--- src/hdl/yuv420_to_yuv422_rotate_core_assert.svh ---
// Assertion macros for the 4:2:0 to 4:2:2 rotate core.
// Depends on a clock named clk_i and an active-low reset named rst_ni in scope.
`ifndef YUV420_TO_YUV422_ROTATE_CORE_ASSERT_SVH
`define YUV420_TO_YUV422_ROTATE_CORE_ASSERT_SVH

// Plain clocked property, quiet during reset.
`define YR_ASSERT(lbl, prop, msg) \
  lbl: assert property (@(posedge clk_i) disable iff (!rst_ni) (prop)) else $error(msg);

// Condition in one cycle implies a consequence in the next cycle.
`define YR_ASSERT_NEXT(lbl, ante, cons, msg) \
  lbl: assert property (@(posedge clk_i) disable iff (!rst_ni) (ante) |=> (cons)) \
    else $error(msg);

`endif

--- src/hdl/yuvrot_pkg.sv ---
// Shared widths, codes and reset values for the 4:2:0 to 4:2:2 rotate core.
// No dependencies; used by the channel interfaces and the core.
package yuvrot_pkg;

  // Field widths fixed by the data formats.
  localparam int unsigned SizeW    = 12;
  localparam int unsigned AddrW    = 21;
  localparam int unsigned PixW     = 8;
  localparam int unsigned WordW    = 32;
  localparam int unsigned CfgIdxW  = 3;
  localparam int unsigned CfgDataW = 12;
  localparam int unsigned RotW     = 2;
  localparam int unsigned PackW    = 2;

  // Default largest frame dimension in pixels.
  localparam int unsigned MaxDimDefault = 2048;

  // Register reset values.
  localparam logic [SizeW-1:0] SrcWidthRst  = 12'd176;
  localparam logic [SizeW-1:0] SrcHeightRst = 12'd144;
  localparam logic [SizeW-1:0] DstPitchRst  = 12'd176;

  // Configuration register indexes.
  typedef enum logic [CfgIdxW-1:0] {
    CFG_SRC_WIDTH  = 3'd0,
    CFG_SRC_HEIGHT = 3'd1,
    CFG_DST_PITCH  = 3'd2,
    CFG_ROTATION   = 3'd3,
    CFG_PACK_ORDER = 3'd4
  } cfg_idx_e;

  // Rotation codes.
  typedef enum logic [RotW-1:0] {
    ROT_0   = 2'd0,
    ROT_90  = 2'd1,
    ROT_180 = 2'd2,
    ROT_270 = 2'd3
  } rot_e;

  // Byte orders, named by bytes 0..3; the unused code behaves as U,Ya,V,Yb.
  typedef enum logic [PackW-1:0] {
    PACK_U_YA_V_YB = 2'd0,
    PACK_YB_V_YA_U = 2'd1,
    PACK_YA_V_YB_U = 2'd2
  } pack_e;

  typedef logic [PixW-1:0]  pix_t;
  typedef logic [AddrW-1:0] addr_t;
  typedef logic [WordW-1:0] word_t;

endpackage

--- src/hdl/yuvrot_if.sv ---
// Valid/ready channel interfaces for block requests and packed word results.
// Depends on yuvrot_pkg for the field types.
interface yuvrot_in_if import yuvrot_pkg::*; ();
  logic valid;
  logic ready;
  pix_t luma_top_left;
  pix_t luma_top_right;
  pix_t luma_bottom_left;
  pix_t luma_bottom_right;
  pix_t chroma_blue;
  pix_t chroma_red;

  modport source (
    output valid, luma_top_left, luma_top_right, luma_bottom_left,
           luma_bottom_right, chroma_blue, chroma_red,
    input  ready
  );
  modport sink (
    input  valid, luma_top_left, luma_top_right, luma_bottom_left,
           luma_bottom_right, chroma_blue, chroma_red,
    output ready
  );
endinterface

interface yuvrot_out_if import yuvrot_pkg::*; ();
  logic  valid;
  logic  ready;
  addr_t word_address;
  word_t packed_word;
  logic  second_of_pair;
  logic  frame_done;

  modport source (
    output valid, word_address, packed_word, second_of_pair, frame_done,
    input  ready
  );
  modport sink (
    input  valid, word_address, packed_word, second_of_pair, frame_done,
    output ready
  );
endinterface

--- src/hdl/yuv420_to_yuv422_rotate_core.sv ---
// A request accepted at edge N shows its first word after edge N and its
// second word after the first is taken. A new request waits until the second word
// of the last block is leaving, set by the single result port that carries the
// two words of a block one after the other.
// Reset clears the counters, loads the register defaults and starts a new frame;
// a register write restarts the frame and holds off requests in the cycle after the write.
// Depends on yuvrot_pkg, yuvrot_if and yuv420_to_yuv422_rotate_core_assert.svh.
`include "yuv420_to_yuv422_rotate_core_assert.svh"

module yuv420_to_yuv422_rotate_core import yuvrot_pkg::*; #(
  parameter int unsigned MAX_DIMENSION = MaxDimDefault
) (
  input  logic                clk_i,
  input  logic                rst_ni,
  yuvrot_in_if.sink           in_i,
  yuvrot_out_if.source        out_o,
  input  logic                cfg_we_i,
  input  logic [CfgIdxW-1:0]  cfg_index_i,
  input  logic [CfgDataW-1:0] cfg_data_i
);

  localparam int unsigned MaxPairs = MAX_DIMENSION / 2;
  localparam int unsigned CntW     = $clog2(MaxPairs);
  localparam int unsigned PairW    = CntW + 1;
  localparam int unsigned MulBW    = PairW + 1;
  localparam int unsigned HpW      = SizeW - 1;
  localparam int unsigned ProdW    = HpW + MulBW;

  typedef enum logic [1:0] {
    OB_EMPTY,
    OB_FIRST,
    OB_SECOND
  } obuf_e;

  // Pair count of a size: halved, at least one, at most half the maximum.
  function automatic logic [PairW-1:0] pair_count(logic [SizeW-1:0] size);
    logic [SizeW-1:0] raw;
    raw = {1'b0, size[SizeW-1:1]};
    if (raw == '0) begin
      return PairW'(1);
    end else if (32'(raw) > 32'(MaxPairs)) begin
      return PairW'(MaxPairs);
    end else begin
      return PairW'(raw);
    end
  endfunction

  // Byte packing of two pixels with their shared chroma.
  function automatic word_t pack(pix_t ya, pix_t yb, pix_t u, pix_t v, pack_e order);
    word_t w;
    unique case (order)
      PACK_YB_V_YA_U: w = {u, ya, v, yb};
      PACK_YA_V_YB_U: w = {u, yb, v, ya};
      default:        w = {yb, v, ya, u};
    endcase
    return w;
  endfunction

  // Configuration registers.
  logic [SizeW-1:0] src_width_q, src_height_q, dst_pitch_q;
  rot_e             rotation_q;
  pack_e            pack_order_q;

  // Frame walk state.
  logic [CntW-1:0] column_pair_q, row_pair_q;
  addr_t           row_base_q, block_q, start_q;
  logic            fresh_q, settle_q;

  // Output buffer holding both words of one block.
  obuf_e obuf_q;
  addr_t addr1_q, addr2_q;
  word_t word1_q, word2_q;
  logic  done_q;

  logic [PairW-1:0] col_pairs, row_pairs;
  logic [HpW-1:0]   hp;
  logic [MulBW-1:0] mul_b;
  logic [ProdW-1:0] prod;
  addr_t            start_d;
  addr_t            cur_a, cur_rb, a2, col_step, row_step, hp_a, dp_a;
  word_t            w1, w2;
  logic             col_wrap, row_wrap;
  logic             in_fire, out_fire, cfg_restart;

  assign col_pairs = pair_count(src_width_q);
  assign row_pairs = pair_count(src_height_q);
  assign hp        = dst_pitch_q[SizeW-1:1];
  assign hp_a      = AddrW'(hp);
  assign dp_a      = AddrW'({hp, 1'b0});

  // Start address of a frame; one multiply, registered every cycle.
  always_comb begin
    mul_b = (rotation_q == ROT_90) ? MulBW'({col_pairs, 1'b0} - 1'b1)
                                   : MulBW'({row_pairs, 1'b0});
    prod  = ProdW'(hp) * ProdW'(mul_b);
    unique case (rotation_q)
      ROT_90:  start_d = AddrW'(prod);
      ROT_180: start_d = AddrW'(prod) - AddrW'(1);
      ROT_270: start_d = AddrW'(row_pairs) - AddrW'(1);
      default: start_d = '0;
    endcase
  end

  // Word addresses, pixel order and address steps for the current block.
  always_comb begin
    cur_a  = fresh_q ? start_q : block_q;
    cur_rb = fresh_q ? start_q : row_base_q;
    unique case (rotation_q)
      ROT_90: begin
        w1 = pack(in_i.luma_top_left, in_i.luma_bottom_left,
                  in_i.chroma_blue, in_i.chroma_red, pack_order_q);
        w2 = pack(in_i.luma_top_right, in_i.luma_bottom_right,
                  in_i.chroma_blue, in_i.chroma_red, pack_order_q);
        a2       = cur_a - hp_a;
        col_step = '0 - dp_a;
        row_step = AddrW'(1);
      end
      ROT_180: begin
        w1 = pack(in_i.luma_top_right, in_i.luma_top_left,
                  in_i.chroma_blue, in_i.chroma_red, pack_order_q);
        w2 = pack(in_i.luma_bottom_right, in_i.luma_bottom_left,
                  in_i.chroma_blue, in_i.chroma_red, pack_order_q);
        a2       = cur_a - hp_a;
        col_step = '1;
        row_step = '0 - dp_a;
      end
      ROT_270: begin
        w1 = pack(in_i.luma_bottom_left, in_i.luma_top_left,
                  in_i.chroma_blue, in_i.chroma_red, pack_order_q);
        w2 = pack(in_i.luma_bottom_right, in_i.luma_top_right,
                  in_i.chroma_blue, in_i.chroma_red, pack_order_q);
        a2       = cur_a + hp_a;
        col_step = dp_a;
        row_step = '1;
      end
      default: begin
        w1 = pack(in_i.luma_top_left, in_i.luma_top_right,
                  in_i.chroma_blue, in_i.chroma_red, pack_order_q);
        w2 = pack(in_i.luma_bottom_left, in_i.luma_bottom_right,
                  in_i.chroma_blue, in_i.chroma_red, pack_order_q);
        a2       = cur_a + hp_a;
        col_step = AddrW'(1);
        row_step = dp_a;
      end
    endcase
    col_wrap = (PairW'(column_pair_q) + PairW'(1)) >= col_pairs;
    row_wrap = (PairW'(row_pair_q) + PairW'(1)) >= row_pairs;
  end

  // Handshakes: a block enters an empty buffer or as the last block's second word leaves.
  assign in_fire     = in_i.valid && in_i.ready;
  assign out_fire    = out_o.valid && out_o.ready;
  assign cfg_restart = cfg_we_i && (cfg_index_i <= CFG_PACK_ORDER);
  assign in_i.ready  = !settle_q &&
                       ((obuf_q == OB_EMPTY) || ((obuf_q == OB_SECOND) && out_o.ready));

  // Control state: configuration, frame walk and output buffer occupancy.
  always_ff @(posedge clk_i or negedge rst_ni) begin
    if (!rst_ni) begin
      src_width_q   <= SrcWidthRst;
      src_height_q  <= SrcHeightRst;
      dst_pitch_q   <= DstPitchRst;
      rotation_q    <= ROT_0;
      pack_order_q  <= PACK_U_YA_V_YB;
      column_pair_q <= '0;
      row_pair_q    <= '0;
      row_base_q    <= '0;
      block_q       <= '0;
      start_q       <= '0;
      fresh_q       <= 1'b1;
      settle_q      <= 1'b0;
      obuf_q        <= OB_EMPTY;
    end else begin
      start_q  <= start_d;
      settle_q <= 1'b0;

      // Walk the blocks of the frame.
      if (in_fire) begin
        fresh_q <= 1'b0;
        if (col_wrap) begin
          if (row_wrap) begin
            column_pair_q <= '0;
            row_pair_q    <= '0;
            fresh_q       <= 1'b1;
          end else begin
            column_pair_q <= '0;
            row_pair_q    <= row_pair_q + 1'b1;
            row_base_q    <= cur_rb + row_step;
            block_q       <= cur_rb + row_step;
          end
        end else begin
          column_pair_q <= column_pair_q + 1'b1;
          row_base_q    <= cur_rb;
          block_q       <= cur_a + col_step;
        end
      end

      // Register writes restart the frame and hold off requests while the start address settles.
      if (cfg_restart) begin
        unique case (cfg_idx_e'(cfg_index_i))
          CFG_SRC_WIDTH:  src_width_q  <= cfg_data_i[SizeW-1:0];
          CFG_SRC_HEIGHT: src_height_q <= cfg_data_i[SizeW-1:0];
          CFG_DST_PITCH:  dst_pitch_q  <= cfg_data_i[SizeW-1:0];
          CFG_ROTATION:   rotation_q   <= rot_e'(cfg_data_i[RotW-1:0]);
          default:        pack_order_q <= pack_e'(cfg_data_i[PackW-1:0]);
        endcase
        column_pair_q <= '0;
        row_pair_q    <= '0;
        fresh_q       <= 1'b1;
        settle_q      <= 1'b1;
      end

      // Output buffer sequencing.
      if (in_fire) begin
        obuf_q <= OB_FIRST;
      end else if (out_fire) begin
        obuf_q <= (obuf_q == OB_FIRST) ? OB_SECOND : OB_EMPTY;
      end
    end
  end

  // Result payload, loaded when a request is accepted.
  always_ff @(posedge clk_i) begin
    if (in_fire) begin
      addr1_q <= cur_a;
      addr2_q <= a2;
      word1_q <= w1;
      word2_q <= w2;
      done_q  <= col_wrap && row_wrap;
    end
  end

  // Result port shows the first word, then the second.
  assign out_o.valid          = (obuf_q != OB_EMPTY);
  assign out_o.second_of_pair = (obuf_q == OB_SECOND);
  assign out_o.word_address   = (obuf_q == OB_SECOND) ? addr2_q : addr1_q;
  assign out_o.packed_word    = (obuf_q == OB_SECOND) ? word2_q : word1_q;
  assign out_o.frame_done     = (obuf_q == OB_SECOND) && done_q;

  `YR_ASSERT_NEXT(a_accept_shows_first, in_fire,
                  out_o.valid && !out_o.second_of_pair,
                  "accepted request did not show its first word")
  `YR_ASSERT_NEXT(a_first_then_second, out_fire && !out_o.second_of_pair,
                  out_o.valid && out_o.second_of_pair,
                  "second word did not follow the first")
  `YR_ASSERT(a_done_on_second, (out_o.valid && out_o.frame_done) |-> out_o.second_of_pair,
             "frame end flagged on a first word")
  `YR_ASSERT_NEXT(a_cfg_holds_input, cfg_restart, !in_i.ready,
                  "request taken before the start address settled")

endmodule

--- src/flat_wrapper.sv ---
// flat-port wrapper written by rule: the top's interface ports become plain ports
module yuv420_to_yuv422_rotate_core_flat import yuvrot_pkg::*;
#(
  parameter int unsigned MAX_DIMENSION = MaxDimDefault
)
  (clk_i, rst_ni, cfg_we_i, cfg_index_i, cfg_data_i, in_i_valid, in_i_luma_top_left, in_i_luma_top_right, in_i_luma_bottom_left, in_i_luma_bottom_right, in_i_chroma_blue, in_i_chroma_red, in_i_ready, out_o_valid, out_o_word_address, out_o_packed_word, out_o_second_of_pair, out_o_frame_done, out_o_ready);
  yuvrot_in_if in_i_i ();
  yuvrot_out_if out_o_i ();
  input  logic clk_i;
  input  logic rst_ni;
  input  logic cfg_we_i;
  input  logic [CfgIdxW-1:0] cfg_index_i;
  input  logic [CfgDataW-1:0] cfg_data_i;
  input wire logic [$bits(in_i_i.valid)-1:0] in_i_valid;
  input wire logic [$bits(in_i_i.luma_top_left)-1:0] in_i_luma_top_left;
  input wire logic [$bits(in_i_i.luma_top_right)-1:0] in_i_luma_top_right;
  input wire logic [$bits(in_i_i.luma_bottom_left)-1:0] in_i_luma_bottom_left;
  input wire logic [$bits(in_i_i.luma_bottom_right)-1:0] in_i_luma_bottom_right;
  input wire logic [$bits(in_i_i.chroma_blue)-1:0] in_i_chroma_blue;
  input wire logic [$bits(in_i_i.chroma_red)-1:0] in_i_chroma_red;
  output wire logic [$bits(in_i_i.ready)-1:0] in_i_ready;
  output wire logic [$bits(out_o_i.valid)-1:0] out_o_valid;
  output wire logic [$bits(out_o_i.word_address)-1:0] out_o_word_address;
  output wire logic [$bits(out_o_i.packed_word)-1:0] out_o_packed_word;
  output wire logic [$bits(out_o_i.second_of_pair)-1:0] out_o_second_of_pair;
  output wire logic [$bits(out_o_i.frame_done)-1:0] out_o_frame_done;
  input wire logic [$bits(out_o_i.ready)-1:0] out_o_ready;
  assign in_i_i.valid = in_i_valid;
  assign in_i_i.luma_top_left = in_i_luma_top_left;
  assign in_i_i.luma_top_right = in_i_luma_top_right;
  assign in_i_i.luma_bottom_left = in_i_luma_bottom_left;
  assign in_i_i.luma_bottom_right = in_i_luma_bottom_right;
  assign in_i_i.chroma_blue = in_i_chroma_blue;
  assign in_i_i.chroma_red = in_i_chroma_red;
  assign in_i_ready = in_i_i.ready;
  assign out_o_valid = out_o_i.valid;
  assign out_o_word_address = out_o_i.word_address;
  assign out_o_packed_word = out_o_i.packed_word;
  assign out_o_second_of_pair = out_o_i.second_of_pair;
  assign out_o_frame_done = out_o_i.frame_done;
  assign out_o_i.ready = out_o_ready;
  yuv420_to_yuv422_rotate_core #(.MAX_DIMENSION(MAX_DIMENSION)) u_core (.clk_i(clk_i), .rst_ni(rst_ni), .in_i(in_i_i), .out_o(out_o_i), .cfg_we_i(cfg_we_i), .cfg_index_i(cfg_index_i), .cfg_data_i(cfg_data_i));
endmodule
--- config.mk ---
export PLATFORM = sky130hd
export DESIGN_NAME = yuv420_to_yuv422_rotate_core_flat
export DESIGN_NICKNAME = d
export VERILOG_FILES = /design/src/hdl/yuvrot_pkg.sv /design/src/hdl/yuvrot_if.sv /design/src/hdl/yuv420_to_yuv422_rotate_core.sv /design/src/flat_wrapper.sv
export VERILOG_INCLUDE_DIRS = /design/src /design/src/hdl
export SDC_FILE = /design/constraint.sdc
export NUM_CORES = 1
export LEC_CHECK = 0
export ABC_AREA = 0
export BUFFER_PORTS_ARGS = -buffer_cell sky130_fd_sc_hd__clkbuf_2
export CORE_MARGIN = 4
export CORE_UTILIZATION = 45
export DETAILED_ROUTE_END_ITERATION = 10
export PLACE_DENSITY_LB_ADDON = 0.25
export SLEW_MARGIN = 25
export SYNTH_ARGS = -nofsm -noshare
export SYNTH_HDL_FRONTEND = slang
export SYNTH_SLANG_ARGS = --single-unit
--- constraint.sdc ---
create_clock -name clk_i -period 8.9 [get_ports clk_i]
set_clock_uncertainty 0.1 [all_clocks]
set_input_delay 1.78 -clock clk_i [delete_from_list [all_inputs] [get_ports clk_i]]
set_output_delay 1.78 -clock clk_i [all_outputs]
set_load 0.01 [all_outputs]
==> impl_metrics.yaml, run 1 <==
clock_tree:
  numCtsBuffers: 29
  cts_buffer_depth: 3
  insertion_delay_ns: 0.57
  h-tree-depth: 1
  clk_pin_slew_ns: 0.06
  cts.hold.buffers_added: 0
  cts-root-buf: "clkbuf_16"
  cts_tree: "built"
  cts_sinks: 231
  post_cts_buffers: 0
yosys:
  syn_area_sq_mm: 0.0216
  synth.net_count: 2835
  async_flop_share_pct: 53.7
  synth-seq-area-share_pct: 29.3
  avgSynthCellArea_sq_um: 8.52
  synthCells: 2530
  synth_top_area_cell: "edfxtp_1"
  synth-main-ff-cell: "dfrtp_1"
  synth_area_leaders: "edfxtp_1 15%, dfrtp_1 13%, ha_1 8.5%, fa_1 8.4%, nand2_1 5.5%"
  ys_seq_elements: 231
  synthDistinctLibCells: 77
  synth_warnings: 0
  synth_top_area_share_pct: 14.9
  synth_edf_count: 107
cells_and_area:
  final.fill_count: 4397
  multi_input_area_sq_mm: 0.0140
  layout_common_cells: "315 x nand2_1, 202 x o21ai_0, 190 x inv_1"
  final_area_sq_mm: 0.0237
  seqCellArea_sq_mm: 0.00633
  area_growth_pct: 10.1
  drive_gt1_share_pct: 12.9
  final_util_pct: 50.6
  nets: 2885
  final_common_cell: "nand2_1"
critical_path:
  reg2reg_slack_ns: 0.54
  regToRegStartpoint: "u_core.src_width_q[3]$_DFFE_PN0P_"
  max_stage_delay_ns: 0.61
  worstSetupStartpointType: "flip-flop"
  critPathKind: "flip-flop to flip-flop"
  path_max_fanout: 8
  critical_path_required_ns: 9.22
  r2r-end: "u_core.start_q[20]$_DFF_PN0_"
  reg2regPathDepth: 29
  crit_path_top_delay_cell: "fa_1"
  crit_arrival_ns: 8.69
  worstSetupEndpointType: "flip-flop"
route:
  ant_nets: 0
  wl_um: 65200
  drt_iter0_markers: 1848
  routedWlPerCell_um: 20.3
  firstDrtPassIters: 6
  viasPerCell: 6.06
  drc: 0
  via_count: 19400
placement:
  place.port_buffers: 124
  dp_hpwl_um: 47800
  place_congestion: 0.916
  placed_area_sq_mm: 0.0227
job:
  max-cap-violations: 0
min_path:
  worstHoldPathCells: 2
  hold-path-endpoint: "u_core.row_base_q[0]$_DFFE_PN0P_"
  worstHoldStart: "u_core.row_base_q[0]$_DFFE_PN0P_"
  hold_class: "flip-flop to flip-flop"
power:
  power_density_mw_per_mm2: 460
  finalPower_mw: 10.9
  leakagePower_nw: 10.4
  worst_ir_drop_vdd_uv: 429
timing:
  whs_ns: 0.382
  fmax_mhz: 120
  final_max_slew_viol_count: 0
  slew_headroom_pct: 30.1
  worst_slew_pin_slew_ns: 1.04
  setup_viol: 0
  final.setup.tns_ns: 0
  hold_violations: 0
  finalCritPeriodShare_pct: 93.9
  grt_setup_unrepaired: "false"
  finalCriticalPeriod_ns: 8.36
global_route:
  grt_start_max_net_pins: 100
  grt_pass1_wl_um: 105000
  overflow: 0
  antenna_found_initial: 0
  track_usage_pct: 25.1
  first_global_vias: 19300
floorplan:
  ioPinCount: 125
  initial_core_util_pct: 45.9
  dieWidth_um: 227
  rows: 79
  die_area_sq_mm: 0.0515
  fp.dieH_um: 227
  core_sq_mm: 0.0470
status:
  status: "finished clean"
==> per-stage QoR <==
step / worst slack, ns / std cells
6_report: 0.539 / 3211
5_1_grt: 0.0335 / 3210
4_1_cts: 0.244 / 3210
3_5_place_dp: 0.234 / 3156
3_3_place_gp: 0.477 / 3156
2_1_floorplan: 1.05 / 2530
==> area by class of cell <==
type | count | area share (%)
multi-input combinational | 1956 | 59.1
sequential | 231 | 26.6
timing repair buffer | 161 | 3.79
clock buffer | 37 | 3.31
tap | 607 | 3.20
inverter | 201 | 3.19
clock inverter | 17 | 0.796
antenna | 1 | 0.0105
==> kinds of logic after synthesis <==
kind of cell | Yosys count | synth area share [%]
flip-flops | 231 | 29.3
adder cells (fa/ha/maj) | 237 | 16.9
multiplexers | 81 | 4.19
buffers and inverters | 343 | 6.01
AND/OR/NAND/NOR | 786 | 16.8
XOR/XNOR | 114 | 4.63
AO/OA/AOI/OAI | 738 | 22.1
==> synth_stat cells (all sizes together) (50+ instances only) <==
library cell / number
a22oi: 60
edfxtp: 107
a21oi: 147
inv: 190
nor2: 189
dfrtp: 115
ha: 146
nand2: 315
fa: 91
and2: 51
o21ai: 205
mux2: 74
clkbuf: 115
nand3: 50
xnor2: 81
==> critical path, delay by kind of cell, from the launching register on <==
| family | cells | cell delay, ns |
|---|---|---|
| flip-flops | 1 | 0.41 |
| XOR/XNOR | 1 | 0.17 |
| buffers and inverters | 5 | 0.37 |
| adder cells (fa/ha/maj) | 7 | 3.17 |
| AO/OA/AOI/OAI | 6 | 1.26 |
| AND/OR/NAND/NOR | 10 | 2.74 |
==> worst max path at each step <==
stage / start / cells after the start / endpoint
global placement: u_core.src_width_q[3]$_DFFE_PN0P_ / 29 / u_core.start_q[20]$_DFF_PN0_
finish: u_core.src_width_q[3]$_DFFE_PN0P_ / 29 / u_core.start_q[20]$_DFF_PN0_
floorplan: u_core.src_width_q[3]$_DFFE_PN0P_ / 31 / u_core.start_q[13]$_DFF_PN0_
CTS: u_core.src_width_q[3]$_DFFE_PN0P_ / 29 / u_core.start_q[20]$_DFF_PN0_
global route: u_core.src_width_q[3]$_DFFE_PN0P_ / 29 / u_core.start_q[20]$_DFF_PN0_
detailed placement: u_core.src_width_q[3]$_DFFE_PN0P_ / 29 / u_core.start_q[20]$_DFF_PN0_
==> flip-flops by register name, indices dropped and copies added, names as in the netlist, 10 cells and up <==
register              count
u_core.word1_q           32
u_core.word2_q           32
u_core.addr1_q           21
u_core.addr2_q           21
u_core.block_q           21
u_core.row_base_q        21
u_core.start_q           21
u_core.dst_pitch_q       11
u_core.src_height_q      11
u_core.src_width_q       11
u_core.column_pair_q     10
u_core.row_pair_q        10
==> layer usage <==
| metal | vias to the layer above | part of all wire (%) | routed length [um] | track usage (%) |
|---|---|---|---|---|
| li1 | 9095 | - | - | - |
| met1 | 9451 | 43 | 28200 | 34.2 |
| met2 | 781 | 47 | 30400 | 42.1 |
| met3 | 119 | 7.0 | 4590 | 3.21 |
| met4 | 0 | 3.1 | 1990 | 7.31 |
| met5 | - | 0 | 0 | 0 |
==> where the power goes <==
| part | internal, mW | leakage [nW] | switching, mW |
|---|---|---|---|
| Sequential | 1.52 | 2.55 | 0.164 |
| Combinational | 3.20 | 7.37 | 4.83 |
| Clock | 0.715 | 0.476 | 0.490 |
| Total | 5.44 | 10.4 | 5.49 |
==> repair_timing <==
action	in CTS	in global routing
endpoints found under the setup margin	0	9
endpoints found under the hold margin	0	0
gates resized for setup	0	6
Note: power is estimated with default switching activity, not from simulation.
==> run 2: changes to the inputs <==
--- a/config.mk
+++ b/config.mk
@@ -11,6 +11,7 @@
 export CORE_MARGIN = 4
 export CORE_UTILIZATION = 45
 export DETAILED_ROUTE_END_ITERATION = 10
+export MAX_ROUTING_LAYER = met4
 export PLACE_DENSITY_LB_ADDON = 0.25
 export SLEW_MARGIN = 25
 export SYNTH_ARGS = -nofsm -noshare
==> impl_metrics.yaml, run 2 (synthesis gave the netlist of run 1 again) <==
route:
  drc: 0
  via_count: 19500
  ant_nets: 0
  wl_um: 65900
  drt_iter0_markers: 1733
  viasPerCell: 6.08
  routedWlPerCell_um: 20.5
  firstDrtPassIters: 8
timing:
  final.setup.tns_ns: 0
  grt_setup_unrepaired: "false"
  worst_slew_pin_slew_ns: 1.03
  finalCriticalPeriod_ns: 8.33
  slew_headroom_pct: 31.4
  setup_viol: 0
  hold_violations: 0
  final_max_slew_viol_count: 0
  fmax_mhz: 120
  finalCritPeriodShare_pct: 93.6
power:
  clkPwrFrac_pct: 12.6
  seq_power_share_pct: 15.2
  power_frac_comb_pct: 72.2
  leakagePower_nw: 10.5
  worst_ir_drop_vdd_uv: 451
  netSwitchingFraction_pct: 49.4
  p_sw_mw: 5.46
  p_int_mw: 5.60
  power_density_mw_per_mm2: 463
status:
  status: "finished clean"
clock_tree:
  cts_buffer_depth: 3
  cts_tree: "built"
  cts-root-buf: "clkbuf_16"
  clk_pin_slew_ns: 0.06
  numCtsBuffers: 28
  h-tree-depth: 1
  cts_sinks: 231
  cts.hold.buffers_added: 0
  insertion_delay_ns: 0.59
floorplan:
  core_sq_mm: 0.0470
  rows: 79
  dieWidth_um: 227
  die_area_sq_mm: 0.0515
  fp.dieH_um: 227
  initial_core_util_pct: 45.9
  ioPinCount: 125
critical_path:
  reg2regPathDepth: 30
  r2r-end: "u_core.start_q[20]$_DFF_PN0_"
  worstSetupEndpointType: "flip-flop"
  path_max_fanout: 8
  regToRegStartpoint: "u_core.src_width_q[3]$_DFFE_PN0P_"
  crit_arrival_ns: 8.66
  worstSetupStartpointType: "flip-flop"
  max_stage_delay_ns: 0.60
  crit_path_top_delay_cell: "or4_1"
  reg2reg_slack_ns: 0.57
  critical_path_required_ns: 9.23
  critPathKind: "flip-flop to flip-flop"
cells_and_area:
  final_common_cell: "nand2_1"
  layout_common_cells: "315 x nand2_1, 201 x o21ai_0, 190 x inv_1"
  area_growth_pct: 10.7
  drive_gt1_share_pct: 13.0
  final_util_pct: 50.9
  finalNonFillerCells: 3209
  nets: 2884
  final.fill_count: 4372
  top_regs: "u_core.word1_q: 32 flops, u_core.word2_q: 32 flops"
  final_area_sq_mm: 0.0239
placement:
  place_congestion: 0.906
  dpl.cell_count: 3154
  dp_hpwl_um: 47800
  placed_area_sq_mm: 0.0227
  place.port_buffers: 124
job:
  max-cap-violations: 0
min_path:
  hold_class: "flip-flop to flip-flop"
  worstHoldPathCells: 2
  hold-path-endpoint: "u_core.block_q[20]$_DFFE_PN0P_"
  worstHoldStart: "u_core.block_q[20]$_DFFE_PN0P_"
global_route:
  grt_pass1_wl_um: 104000
  overflow: 0
  first_global_vias: 18800
  grt_start_max_net_pins: 100
  track_usage_pct: 25.8
  antenna_found_initial: 0
-- run 2: changes by cell type in the layout (fill, tap and decap cells not counted), moves of 3 or more --
cell       change
clkbuf_8       -3
bufinv_16      +7
clkbuf_1       -3
clkinv_2       -3
-- run 2: repair_timing --
item | CTS | global route
setup buffers | 0 | 2
setup endpoints to repair | 0 | 7
resized for setup | 0 | 6
endpoints found under the hold margin | 0 | 0
-- run 2: how the worst max path moves through the flow --
stage	start	end	slack, ns	cells after the start
floorplan	u_core.src_width_q[3]$_DFFE_PN0P_	u_core.start_q[13]$_DFF_PN0_	1.05	31
global placement	u_core.src_width_q[3]$_DFFE_PN0P_	u_core.start_q[20]$_DFF_PN0_	0.44	29
detailed placement	u_core.src_width_q[3]$_DFFE_PN0P_	u_core.start_q[20]$_DFF_PN0_	0.27	29
CTS	u_core.src_width_q[3]$_DFFE_PN0P_	u_core.start_q[20]$_DFF_PN0_	0.26	29
global route	u_core.src_width_q[3]$_DFFE_PN0P_	u_core.start_q[20]$_DFF_PN0_	0.05	30
finish	u_core.src_width_q[3]$_DFFE_PN0P_	u_core.start_q[20]$_DFF_PN0_	0.57	30
-- run 2: power by group through the flow --
stage	combinational [mW]	clock (mW)	sequential, mW
finish	7.99	1.39	1.68
global route	8.96	1.45	1.71
CTS	7.91	1.41	1.68
detailed placement	7.85	0	1.70
global placement	7.76	0	1.69
floorplan	6.05	0	1.62
-- run 2: layout make-up --
cell class                      instances  area [sq um]  share of cell area (%)
Clock inverter                         21           387                    1.62
Sequential cell                       231          6330                    26.5
Timing Repair Buffer                  161           901                    3.77
Antenna cell                            1          2.50                  0.0105
Multi-Input combinational cell       1956         14000                    58.7
Inverter                              201           757                    3.17
Tap cell                              607           759                    3.18
Clock buffer                           31           733                    3.07
-- run 2: layer usage --
metal	vias up	track usage (%)	share of wire, %
met5	-	-	0
met4	0	6.93	2.7
met3	109	3.09	7.0
met2	835	42.1	47
met1	9425	34.3	44
li1	9126	-	-
-- run 2: worst max-delay path, delay by kind of cell (launching register included) --
family / cells / cell delay [ns]
compound gates: 6 / 1.16
simple gates: 10 / 2.65
buf+inv: 6 / 0.52
flops: 1 / 0.42
fa+ha+maj: 7 / 3.16
xor+xnor: 1 / 0.18
-- run 2: per-stage QoR --
step                hold slack (ns)  power, mW  setup WS (ns)
floorplan                     0.348       7.67           1.05
global placement              0.363       9.45          0.444
detailed placement            0.375       9.54          0.269
CTS                           0.389       11.0          0.265
global route                  0.410       12.1         0.0534
finish                        0.386       11.1          0.570
